--- config.mk ---
export PLATFORM = sky130hd
export DESIGN_NAME = edit_distance_similarity_top
export DESIGN_NICKNAME = d
export VERILOG_FILES = /design/src/hw/rtl/edsim_pkg.sv /design/src/hw/rtl/edit_distance_similarity_top.sv /design/src/hw/rtl/edsim_ctrl.sv /design/src/hw/rtl/edsim_dp.sv
export SDC_FILE = /design/constraint.sdc
export NUM_CORES = 2
export LEC_CHECK = 0
export ABC_AREA = 1
export BUFFER_PORTS_ARGS = -buffer_cell sky130_fd_sc_hd__clkbuf_2
export CAP_MARGIN = 20
export CORE_MARGIN = 2
export CORE_UTILIZATION = 58
export CTS_CLUSTER_SIZE = 14
export DETAILED_ROUTE_END_ITERATION = 16
export GPL_TIMING_DRIVEN = 0
export PLACE_DENSITY = 0.74
export SLEW_MARGIN = 10
export SYNTH_ARGS = -nofsm -noshare
export SYNTH_HDL_FRONTEND = slang
export SYNTH_SLANG_ARGS = --single-unit
export TNS_END_PERCENT = 5
--- constraint.sdc ---
create_clock -name clk -period 6.4 [get_ports clk]
set_input_delay 0.96 -clock clk [delete_from_list [all_inputs] [get_ports clk]]
set_output_delay 0.96 -clock clk [all_outputs]
set_load 0.02 [all_outputs]
--- src/hw/rtl/edsim_pkg.sv ---
// ----------------------------------------------------------------------------
// Edit distance similarity package
// Shared codes, constants and controller/datapath interface types.
// ----------------------------------------------------------------------------
package edsim_pkg;

  // Input item kinds (carried on s_tuser)
  localparam logic [1:0] KIND_FIRST  = 2'd0;
  localparam logic [1:0] KIND_SECOND = 2'd1;
  localparam logic [1:0] KIND_FINISH = 2'd2;

  localparam int KIND_W = 2;
  localparam int BYTE_W = 8;
  localparam int DIST_W = 7;
  localparam int SIM_W  = 15;

  // 100 percent in Q8
  localparam logic [SIM_W-1:0] SIM_FULL = 15'd25600;

  typedef enum logic [3:0] {
    ST_IDLE,
    ST_INIT,
    ST_COL,
    ST_CELL_RD,
    ST_CELL_WR,
    ST_FIN_RD,
    ST_FIN_CAP,
    ST_MUL,
    ST_DIV,
    ST_DONE
  } state_t;

  typedef struct packed {
    logic load;
    logic start;
    logic init_wr;
    logic col_start;
    logic col_next;
    logic cell_wr;
    logic fin_sel;
    logic fin_cap;
    logic mul;
    logic div_step;
    logic out_load;
  } cmd_t;

  typedef struct packed {
    logic n1_zero;
    logic n2_zero;
    logic row_last;
    logic col_last;
    logic div_last;
  } stat_t;

endpackage

--- src/hw/rtl/edit_distance_similarity_top.sv ---
// ----------------------------------------------------------------------------
// Edit distance similarity - top level
// Levenshtein distance and similarity percent of two loaded byte strings.
// ----------------------------------------------------------------------------
// Usage:
//   Slave channel: s_tuser carries the kind (first string, second string,
//   finish), s_tdata the byte. A load transaction stores the byte; a byte
//   past MAX_LEN is dropped and the truncated flag is raised.
//   A finish transaction runs the table and yields one master transaction
//   with the distance, the Q8 similarity percent and the truncated flag.
//   Each cell update runs a read state and a write state on the cost
//   column memory; the divider yields one quotient bit per cycle.
//   s_tready is low while a finish is computed. Loads are taken while a
//   result waits on the master side; the next result waits in its last
//   step until the receiver takes the previous one.
//   Reset empties both strings, clears the flag and drops any result.
//   When a result is loaded for the master side, both lengths and the flag are cleared.
// ----------------------------------------------------------------------------
module edit_distance_similarity_top #(
  parameter int MAX_LEN = 64
) (
  input  logic        clk,
  input  logic        rst,
  input  logic        s_tvalid,
  output logic        s_tready,
  input  logic [7:0]  s_tdata,   // [7:0] char_byte
  input  logic [1:0]  s_tuser,   // [1:0] kind
  output logic        m_tvalid,
  input  logic        m_tready,
  output logic [23:0] m_tdata,   // [6:0] distance, [21:7] similarity_q8, [23:22] zero
  output logic        m_tuser    // [0] truncated
);

  edsim_pkg::cmd_t  cmd;
  edsim_pkg::stat_t stat;

  logic [edsim_pkg::DIST_W-1:0] distance;
  logic [edsim_pkg::SIM_W-1:0]  similarity_q8;
  logic                         truncated;

  edsim_ctrl u_ctrl (
    .clk      (clk),
    .rst      (rst),
    .s_tvalid (s_tvalid),
    .kind     (s_tuser),
    .s_tready (s_tready),
    .m_tvalid (m_tvalid),
    .m_tready (m_tready),
    .stat     (stat),
    .cmd      (cmd)
  );

  edsim_dp #(
    .MAX_LEN (MAX_LEN)
  ) u_dp (
    .clk           (clk),
    .rst           (rst),
    .cmd           (cmd),
    .stat          (stat),
    .kind          (s_tuser),
    .char_byte     (s_tdata),
    .distance      (distance),
    .similarity_q8 (similarity_q8),
    .truncated     (truncated)
  );

  // Pack the result fields, low field first
  assign m_tdata = {2'b00, similarity_q8, distance};
  assign m_tuser = truncated;

endmodule

--- src/hw/rtl/edsim_ctrl.sv ---
// ----------------------------------------------------------------------------
// Edit distance similarity controller
// Sequences loading, table sweep, division and result hand-off.
// ----------------------------------------------------------------------------
module edsim_ctrl (
  input  logic                              clk,
  input  logic                              rst,
  input  logic                              s_tvalid,
  input  logic [edsim_pkg::KIND_W-1:0]      kind,
  output logic                              s_tready,
  output logic                              m_tvalid,
  input  logic                              m_tready,
  input  edsim_pkg::stat_t                  stat,
  output edsim_pkg::cmd_t                   cmd
);

  edsim_pkg::state_t state;
  edsim_pkg::state_t state_next;
  logic              out_free;

  assign out_free = !m_tvalid || m_tready;

  always_ff @(posedge clk) begin
    if (rst) begin
      state <= edsim_pkg::ST_IDLE;
    end else begin
      state <= state_next;
    end
  end

  always_comb begin
    state_next = state;
    case (state)
      edsim_pkg::ST_IDLE: begin
        if (s_tvalid && kind == edsim_pkg::KIND_FINISH) begin
          state_next = edsim_pkg::ST_INIT;
        end
      end
      edsim_pkg::ST_INIT: begin
        if (stat.row_last) begin
          state_next = stat.n2_zero ? edsim_pkg::ST_FIN_RD : edsim_pkg::ST_COL;
        end
      end
      edsim_pkg::ST_COL: begin
        if (!stat.n1_zero) begin
          state_next = edsim_pkg::ST_CELL_RD;
        end else if (stat.col_last) begin
          state_next = edsim_pkg::ST_FIN_RD;
        end
      end
      edsim_pkg::ST_CELL_RD: state_next = edsim_pkg::ST_CELL_WR;
      edsim_pkg::ST_CELL_WR: begin
        if (!stat.row_last) begin
          state_next = edsim_pkg::ST_CELL_RD;
        end else if (stat.col_last) begin
          state_next = edsim_pkg::ST_FIN_RD;
        end else begin
          state_next = edsim_pkg::ST_COL;
        end
      end
      edsim_pkg::ST_FIN_RD:  state_next = edsim_pkg::ST_FIN_CAP;
      edsim_pkg::ST_FIN_CAP: state_next = edsim_pkg::ST_MUL;
      edsim_pkg::ST_MUL:     state_next = edsim_pkg::ST_DIV;
      edsim_pkg::ST_DIV: begin
        if (stat.div_last) begin
          state_next = edsim_pkg::ST_DONE;
        end
      end
      edsim_pkg::ST_DONE: begin
        if (out_free) begin
          state_next = edsim_pkg::ST_IDLE;
        end
      end
      default: state_next = edsim_pkg::ST_IDLE;
    endcase
  end

  always_comb begin
    cmd      = '0;
    s_tready = 1'b0;
    case (state)
      edsim_pkg::ST_IDLE: begin
        s_tready = 1'b1;
        if (s_tvalid) begin
          cmd.start = (kind == edsim_pkg::KIND_FINISH);
          cmd.load  = (kind == edsim_pkg::KIND_FIRST) || (kind == edsim_pkg::KIND_SECOND);
        end
      end
      edsim_pkg::ST_INIT: cmd.init_wr = 1'b1;
      edsim_pkg::ST_COL: begin
        cmd.col_start = 1'b1;
        cmd.col_next  = stat.n1_zero;
      end
      edsim_pkg::ST_CELL_RD: cmd = '0;
      edsim_pkg::ST_CELL_WR: begin
        cmd.cell_wr  = 1'b1;
        cmd.col_next = stat.row_last;
      end
      edsim_pkg::ST_FIN_RD:  cmd.fin_sel  = 1'b1;
      edsim_pkg::ST_FIN_CAP: cmd.fin_cap  = 1'b1;
      edsim_pkg::ST_MUL:     cmd.mul      = 1'b1;
      edsim_pkg::ST_DIV:     cmd.div_step = 1'b1;
      edsim_pkg::ST_DONE:    cmd.out_load = out_free;
      default:               cmd = '0;
    endcase
  end

  // Result valid: set on load, drop once taken
  always_ff @(posedge clk) begin
    if (rst) begin
      m_tvalid <= 1'b0;
    end else if (cmd.out_load) begin
      m_tvalid <= 1'b1;
    end else if (m_tready) begin
      m_tvalid <= 1'b0;
    end
  end

endmodule

--- src/hw/rtl/edsim_dp.sv ---
// ----------------------------------------------------------------------------
// Edit distance similarity datapath
// String stores, cost column, cell update, divider and result registers.
// ----------------------------------------------------------------------------
module edsim_dp #(
  parameter int MAX_LEN = 64
) (
  input  logic                              clk,
  input  logic                              rst,
  input  edsim_pkg::cmd_t                   cmd,
  output edsim_pkg::stat_t                  stat,
  input  logic [edsim_pkg::KIND_W-1:0]      kind,
  input  logic [edsim_pkg::BYTE_W-1:0]      char_byte,
  output logic [edsim_pkg::DIST_W-1:0]      distance,
  output logic [edsim_pkg::SIM_W-1:0]       similarity_q8,
  output logic                              truncated
);

  localparam int CW      = $clog2(MAX_LEN + 1);
  localparam int AW      = (MAX_LEN > 1) ? $clog2(MAX_LEN) : 1;
  localparam int NW      = CW + edsim_pkg::SIM_W;
  localparam int SCW     = $clog2(NW);
  localparam int DistW   = edsim_pkg::DIST_W;
  localparam int SimW    = edsim_pkg::SIM_W;
  localparam logic [CW-1:0]  MaxCnt  = CW'(MAX_LEN);
  localparam logic [SCW-1:0] LastStp = SCW'(NW - 1);

  logic [edsim_pkg::BYTE_W-1:0] first_mem  [MAX_LEN];
  logic [edsim_pkg::BYTE_W-1:0] second_mem [MAX_LEN];
  logic [CW-1:0]                cost_mem   [MAX_LEN + 1];

  logic [CW-1:0]  count1;
  logic [CW-1:0]  count2;
  logic           overflow;
  logic [CW-1:0]  row;
  logic [CW-1:0]  col;
  logic [CW-1:0]  up;
  logic [CW-1:0]  diag;
  logic [CW-1:0]  cost_rd;
  logic [edsim_pkg::BYTE_W-1:0] first_rd;
  logic [edsim_pkg::BYTE_W-1:0] second_rd;
  logic [CW-1:0]  dist_val;
  logic [NW-1:0]  num;
  logic [CW-1:0]  rem;
  logic [SCW-1:0] step;

  logic [CW-1:0]  longest;
  logic [CW-1:0]  row_m1;
  logic [CW-1:0]  col_m1;
  logic [CW-1:0]  rd_addr;
  logic           cost_we;
  logic [CW-1:0]  cost_waddr;
  logic [CW-1:0]  cost_wdata;
  logic [CW:0]    del_c;
  logic [CW:0]    ins_c;
  logic [CW:0]    sub_c;
  logic [CW:0]    min_c;
  logic [CW-1:0]  cell_val;
  logic [CW:0]    shifted;
  logic           wr_first;
  logic           wr_second;

  assign longest = (count1 > count2) ? count1 : count2;
  assign row_m1  = row - 1'b1;
  assign col_m1  = col - 1'b1;
  assign rd_addr = cmd.fin_sel ? count1 : row;

  assign wr_first  = cmd.load && kind == edsim_pkg::KIND_FIRST  && count1 < MaxCnt;
  assign wr_second = cmd.load && kind == edsim_pkg::KIND_SECOND && count2 < MaxCnt;

  // Cell update: min of deletion, insertion and substitution
  always_comb begin
    del_c = {1'b0, cost_rd} + 1'b1;
    ins_c = {1'b0, up} + 1'b1;
    sub_c = {1'b0, diag} + {{CW{1'b0}}, (first_rd != second_rd)};
    min_c = (del_c < ins_c) ? del_c : ins_c;
    if (sub_c < min_c) begin
      min_c = sub_c;
    end
    cell_val = min_c[CW-1:0];
  end

  always_comb begin
    cost_we    = cmd.init_wr || cmd.col_start || cmd.cell_wr;
    cost_waddr = cmd.col_start ? '0 : row;
    if (cmd.init_wr) begin
      cost_wdata = row;
    end else if (cmd.col_start) begin
      cost_wdata = col;
    end else begin
      cost_wdata = cell_val;
    end
  end

  assign shifted = {rem, num[NW-1]};

  // Memories
  always_ff @(posedge clk) begin
    if (wr_first) begin
      first_mem[count1[AW-1:0]] <= char_byte;
    end
    if (wr_second) begin
      second_mem[count2[AW-1:0]] <= char_byte;
    end
    if (cost_we) begin
      cost_mem[cost_waddr] <= cost_wdata;
    end
    first_rd  <= first_mem[row_m1[AW-1:0]];
    second_rd <= second_mem[col_m1[AW-1:0]];
    cost_rd   <= cost_mem[rd_addr];
  end

  // String lengths and drop flag
  always_ff @(posedge clk) begin
    if (rst) begin
      count1   <= '0;
      count2   <= '0;
      overflow <= 1'b0;
    end else if (cmd.out_load) begin
      count1   <= '0;
      count2   <= '0;
      overflow <= 1'b0;
    end else if (cmd.load) begin
      if (wr_first) begin
        count1 <= count1 + 1'b1;
      end
      if (wr_second) begin
        count2 <= count2 + 1'b1;
      end
      if (!wr_first && !wr_second) begin
        overflow <= 1'b1;
      end
    end
  end

  // Sweep, divide and result registers
  always_ff @(posedge clk) begin
    if (cmd.start) begin
      row <= '0;
      col <= CW'(1);
    end
    if (cmd.init_wr) begin
      row <= row + 1'b1;
    end
    if (cmd.col_start) begin
      up   <= col;
      diag <= col_m1;
      row  <= CW'(1);
    end
    if (cmd.cell_wr) begin
      up   <= cell_val;
      diag <= cost_rd;
      row  <= row + 1'b1;
    end
    if (cmd.col_next) begin
      col <= col + 1'b1;
    end
    if (cmd.fin_cap) begin
      dist_val <= (cost_rd > longest) ? longest : cost_rd;
    end
    if (cmd.mul) begin
      num  <= NW'(longest - dist_val) * NW'(edsim_pkg::SIM_FULL);
      rem  <= '0;
      step <= '0;
    end
    if (cmd.div_step) begin
      step <= step + 1'b1;
      if (shifted >= {1'b0, longest}) begin
        rem <= CW'(shifted - {1'b0, longest});
        num <= {num[NW-2:0], 1'b1};
      end else begin
        rem <= shifted[CW-1:0];
        num <= {num[NW-2:0], 1'b0};
      end
    end
    if (cmd.out_load) begin
      distance      <= DistW'(dist_val);
      similarity_q8 <= (longest == '0) ? edsim_pkg::SIM_FULL : num[SimW-1:0];
      truncated     <= overflow;
    end
  end

  assign stat.n1_zero  = (count1 == '0);
  assign stat.n2_zero  = (count2 == '0);
  assign stat.row_last = (row == count1);
  assign stat.col_last = (col == count2);
  assign stat.div_last = (step == LastStp);

endmodule

Yosys cells after proc, flatten, opt, wreduce, memory -nomap -nowiden:

Memories as Yosys holds them, arrays and structs flattened. A register that Yosys moved wholly into a read port is not among the register bits.
Cells that the tools add are included.

* multiplexer cells: 56
* add/sub/neg operators: 12
* equality and inequality tests: 20
* $mul: 1
* $lt $le $gt $ge: 7
* reduce and logical (&&, ||, !) cells: 28

Operator list (number)
* $mux W7: 20
* $mux W22: 2
* $pmux W4 S10: 1
* $add A7 B1 Y7 const B: 4
* $mux W4: 7
* $mul A22 B5 Y12 const B: 1
* $logic_not A7 Y1: 3
* $mux W1: 18
* $add A7 B1 Y8 const B: 2
* $eq A4 B3 Y1 const B: 4
* $lt A8 B8 Y1: 2
* $eq A7 B7 Y1: 2
* $gt A7 B7 Y1: 2
* $lt A7 B7 Y1 const B: 2
* $mux W5: 2
* $add A7 B1 Y8: 1
* $eq A4 B2 Y1 const B: 2
* $eq A4 B4 Y1 const B: 2
* $ge A8 B7 Y1: 1
* $mux W8: 1
* $ne A8 B8 Y1: 1
* $reduce_bool A2 Y1: 4
* $sub A7 B7 Y8: 1
* $sub A7 B1 Y7 const B: 1
* other kinds (22): 38

* output and inout bits: 27
* bits of input ports: 14
* memories: 3
* logic and storage cells: 143
* register bits after elaboration: 112
* RAM bits: 1479

Memories
* u_dp.first_mem: words 64, bits a word 8, read ports 1, clocked after memory_dff 1, write ports 1, RTL line edsim_dp.sv:28 `logic [edsim_pkg::BYTE_W-1:0] first_mem [MAX_LEN];`
* u_dp.second_mem: words 64, bits a word 8, read ports 1, clocked after memory_dff 1, write ports 1, RTL line edsim_dp.sv:29 `logic [edsim_pkg::BYTE_W-1:0] second_mem [MAX_LEN];`
* u_dp.cost_mem: words 65, bits a word 7, read ports 1, clocked after memory_dff 1, write ports 1, RTL line edsim_dp.sv:30 `logic [CW-1:0] cost_mem [MAX_LEN + 1];`

Depth between registers and ports, before layout:

* depth in word-level cells: 9
* gate-level depth with buffers: 36
* mapped depth without buffers: 34

Cells and area by module:

Synthesis repeated with hierarchy kept, for this count alone.

* cells, all modules: 5244
* area total of the unflattened synthesis: 67141.9 sq um

Modules (own cells, without submodules)
* edsim_dp: cells an instance 5159, area an instance 66647.7 sq um, seq. area each 47936.0 sq um, instances 1
* edsim_ctrl: cells an instance 82, area an instance 475.5 sq um, seq. area each 100.1 sq um, instances 1
* edit_distance_similarity_top: cells an instance 3, area an instance 18.8 sq um, seq. area each 0.0 sq um, instances 1

Worst setup path after synthesis:

OpenSTA, ideal clock, no wires.

* path kind: reg2reg
* start point: register u_dp.count2[2]
* end point: register u_dp.num[21] (data pin)
* library setup time: 0.253 ns
* data required time: 6.147 ns
* path buffers: 2
* path slack: 0.662 ns
* cell stages (with the launch flop): 34
* arrival time: 5.485 ns
* period minus slack after synthesis: 5.738 ns
* path through: dfxtp_1 -> clkbuf_1 -> clkinv_1 -> ha_1 -> nand2_1 -> o21ai_1 -> nand4_1 -> o211ai_2 -> o31ai_1 -> buf_2 -> nand2_1 -> o21ai_0 -> inv_1 -> ha_1 -> inv_1 -> fa_1 -> a31oi_1 -> nor2_1 -> o21ai_0 -> nand2_1 -> xor2_1 -> ha_1 -> fa_1 -> inv_1 -> fa_1 -> inv_1 -> ha_1 -> inv_1 -> o21bai_1 -> or2_2 -> nand2_1 -> nand2_1 -> nand3_1 -> nand2_1

* longest elaborated chain between the ends: 6

Ends and longest elaborated chain
* start: declaration: RTL line edsim_dp.sv:33 `logic [CW-1:0] count2;`
* start signal: assignment: RTL line edsim_dp.sv:128 `count2 <= count2 + 1'b1;`
* $gt A7 B7 Y1: RTL line edsim_dp.sv:63 `assign longest = (count1 > count2) ? count1 : count2;`
* $mux W7 *: RTL line edsim_dp.sv:63
* $sub A7 B7 Y8 *: RTL line edsim_dp.sv:162 `num <= NW'(longest - dist_val) * NW'(edsim_pkg::SIM_FULL);`
* $mul A22 B5 Y12 *: RTL line edsim_dp.sv:162
* $mux W22 *: RTL line edsim_dp.sv:161 `if (cmd.mul) begin`
* $mux W22 *: RTL line edsim_dp.sv:166 `if (cmd.div_step) begin`
* end signal: assignment: RTL line edsim_dp.sv:162
* end signal: assignment: RTL line edsim_dp.sv:170 `num <= {num[NW-2:0], 1'b1};`
* end signal: assignment: RTL line edsim_dp.sv:173 `num <= {num[NW-2:0], 1'b0};`
* end: declaration: RTL line edsim_dp.sv:43 `logic [NW-1:0] num;`

Mark *: on every way between the ends. The rest lies on a longest branch, timed or not. The select of a mux whose other input is x is not followed.
A chain may end at the register's enable or synchronous reset.

Worst setup path in the final report:

* start point: register u_dp.count1[0]
* end point: register u_dp.num[21] (data pin)

* longest elaborated chain between the ends: 6

Ends and longest elaborated chain
* start: declaration: RTL line edsim_dp.sv:32 `logic [CW-1:0] count1;`
* start signal: assignment: RTL line edsim_dp.sv:125 `count1 <= count1 + 1'b1;`
* $gt A7 B7 Y1: RTL line edsim_dp.sv:63
* $mux W7 *: RTL line edsim_dp.sv:63
* $sub A7 B7 Y8 *: RTL line edsim_dp.sv:162
* $mul A22 B5 Y12 *: RTL line edsim_dp.sv:162
* $mux W22 *: RTL line edsim_dp.sv:161
* $mux W22 *: RTL line edsim_dp.sv:166

Marked as above.

==> out/metrics.csv <==
metric,value,unit
Hold Crit Class,reg -> reg,
pre-CTS setup slack,-461,ps
"FF+latch count, synth",1614,
Post-synth EDFFs,1571,
Synth top area share,70.0,%
vias in the first global route,45200,
post-detail-place hpwl,141,mm
CTS root buf,clkbuf_16,
GR Overflow Total,0,
Async SR Flop Fraction,0,%
"Hold Vio Cnt, Final",0,
routability cong.,0.997,
Clock transition at path regs,60,ps
final wirelength,210,mm
All-Layer GR Usage,35.2,%
Hold Slack,467,ps
min Tclk post-route,6070,ps
total power,33.4,mW
Max VDD drop,0.506,mV
Setup CP Type,reg -> reg,
fin cells,7381,
wire per inst,28.5,µm
Final Setup Violations,0,
clk_skew,28.9,ps
Post-Synth Simple-Gate Area,11.5,%
share of layout cells above drive strength 1,7.80,%
"Arr. time, crit path",6610,ps
outcome,"finished, final reports clean",
final net count,5830,
Syn Area/Cell,12.3,µm²
fmax,165,MHz
Die X,345,µm
dpl cell area,70100,µm²
Synth Flop Type,edfxtp_1,
DR vias,48200,
Synth Area in Compound Gates,11.3,%
Synth warnings,0,
clock buffer depth,3,
CTS HTree Levels,4,
TritonRoute pass-1 iters,8,
CP peak stage delay,530,ps
core area,116000,µm²
"Distinct cells, synth",53,
Worst path slowest cell,dfxtp_1,
I/O pin cnt,41,
Slew headroom,23.8,%
setup TNS,0,ps
Mapped Area,67300,µm²
register area share after synthesis,71.3,%
TritonCTS clock tree,yes,
main combinational cell family by area after synthesis,simple AND/OR/NAND/NOR gates,
PwrDens,444,nW/µm²
Syn-to-layout area delta,11.9,%
CTS buffer count,159,
# rows,125,
die height,345,µm
Worst-Margin Slew,1130,ps
routed vias/inst,6.53,
Slew Limit Fails,0,
"area leader, netlist",edfxtp_1,
"antenna viol nets, final",0,
cell mode on critical path,inv_1,
worst setup margin,332,ps
final core occ,65.1,%
drt first-iter violations,8034,
Synth Area in Adders,1.69,%
final instance area,75300,µm²
DR DRC count,0,
Tcrit/Tclk final,94.8,%
CP required,6940,ps
# port buffers,38,
DP Cell Count,7086,
"Clk Latency, worst-skew pair",800,ps
Post-Synth XOR/XNOR Area,0.791,%
mux share of post-synthesis cell area,0,%
worst-path maximum fanout,11,
Starting Density,58.2,%
maxcap violations,0,
P_leak,25.2,nW
die area,119000,µm²
"top cells by area, synth","edfxtp_1 (70%), o21ai_0 (5.5%), nor2_1 (5.0%)",
first-pass GRT wire length,301,mm
Sink Count,1614,
CP endpoint kind,flop,
Gate Count Post-Synth,5493,
CP Launch Type,flop,
initial antenna violation count,7,
largest net degree at the start of global routing,129,
hold-fix buffer count after cts,0,
==> final cells by class <==
type	instances	area [µm²]
diodes	1	2.50
plain buffers	335	1490
clock buffers	202	4230
clock inverters	85	856
fillers	8530	40400
inverters	206	778
multi-input cells	3336	17200
flip-flops and latches	1614	48000
well taps	1524	1910
repair buffers	78	817
==> timing repair <==
action	in CTS	in global routing
pin swaps	0	1
buffers inserted	0	4
gates cloned	0	0
resized for setup	9	19
endpoints found under the setup margin	2	2
==> path summary, 6_finish.rpt <==
check,cells after the start,startpoint,slack [ps],end
setup / recovery,28,u_dp.count1[0],330,u_dp.num[21]
hold / removal,0,u_dp.dist_val[4],470,u_dp.distance[4]
setup reg to reg,28,u_dp.count1[0],330,u_dp.num[21]
hold reg to reg,0,u_dp.dist_val[4],470,u_dp.distance[4]
==> state kept, by name (all words and copies together) (netlist names), 4 cells and up <==
signal and flops:
u_dp.rem 7, u_dp.first_rd 8, u_dp.dist_val 7, u_dp.cost_rd 7, u_dp.col 7, u_dp.step 5, u_dp.similarity_q8 15, u_dp.distance 7
u_dp.diag 7, u_dp.first_mem 512, u_dp.count2 7, u_ctrl.state 4, u_dp.row 7, u_dp.cost_mem 455, u_dp.count1 7, u_dp.second_mem 512
u_dp.up 7, u_dp.second_rd 8, u_dp.num 22
==> per-layer routing <==
layer,up-vias,global-route usage [%],wire [µm]
li1,20600,-,-
met1,23200,47.3,75900
met2,3726,53.8,95100
met3,627,10.1,29400
met4,4,15.5,9930
met5,-,0,27
==> cell usage after synthesis, types with 13 or more instances <==
library cell / count
inv_2: 13
o22ai_1: 148
o21ai_1: 50
nor3_1: 31
buf_1: 19
dfxtp_1: 43
nor2_1: 903
o21bai_1: 26
xnor2_1: 14
nand3_1: 359
buf_2: 67
inv_1: 188
a21oi_1: 54
o21ai_0: 738
o221ai_1: 161
buf_6: 14
o211ai_1: 88
xor2_1: 45
ha_1: 78
clkbuf_1: 226
edfxtp_1: 1571
nand2_1: 562
==> worst max-delay path, delay by kind of cell (launching register included) <==
family	cells	cell delay, ps
AOI/OAI and AO/OA	6	1200
xor gates and xnor gates	1	190
adders and majority gates	6	2230
buffers and inverters	7	760
DFF	1	530
and+or+nand+nor	8	850
==> cells in the final DEF, fill, tap and decap left out, types with 10 or more instances in the layout <==
master / instances
clkbuf_8: 15
xor2_1: 43
clkbuf_16: 160
edfxtp_1: 1571
o21bai_1: 26
clkinv_2: 15
xnor2_1: 14
o22ai_1: 148
clkinv_1: 43
nor2_1: 902
a21oi_1: 52
o21ai_1: 50
o211ai_1: 88
o221ai_1: 161
o21ai_0: 735
buf_2: 72
nand3_1: 359
dfxtp_1: 40
buf_6: 17
bufinv_16: 11
nor3_1: 27
buf_16: 10
nand4_1: 12
ha_1: 78
buf_4: 24
inv_1: 184
nand2_1: 555
clkbuf_1: 258
inv_2: 16
buf_1: 19
clkbuf_2: 33
==> power breakdown <==
part	total [mW]	leakage (nW)	internal, mW	switching [mW]
logic	10.8	8.21	2.62	8.20
registers	13.4	14.5	13.3	0.150
clock network	9.22	2.45	5.16	4.06
==> cells by family (layout without fill, tap and decap cells) <==
family | count (synthesis) | in the layout
and+or+nand+nor | 1899 | 1899
DFF | 1614 | 1614
AOI/OAI and AO/OA | 1289 | 1289
buffers and inverters | 544 | 906
adders and majority gates | 86 | 86
xor gates and xnor gates | 60 | 60
other | 1 | 3
(Power assumes the default switching activity.)
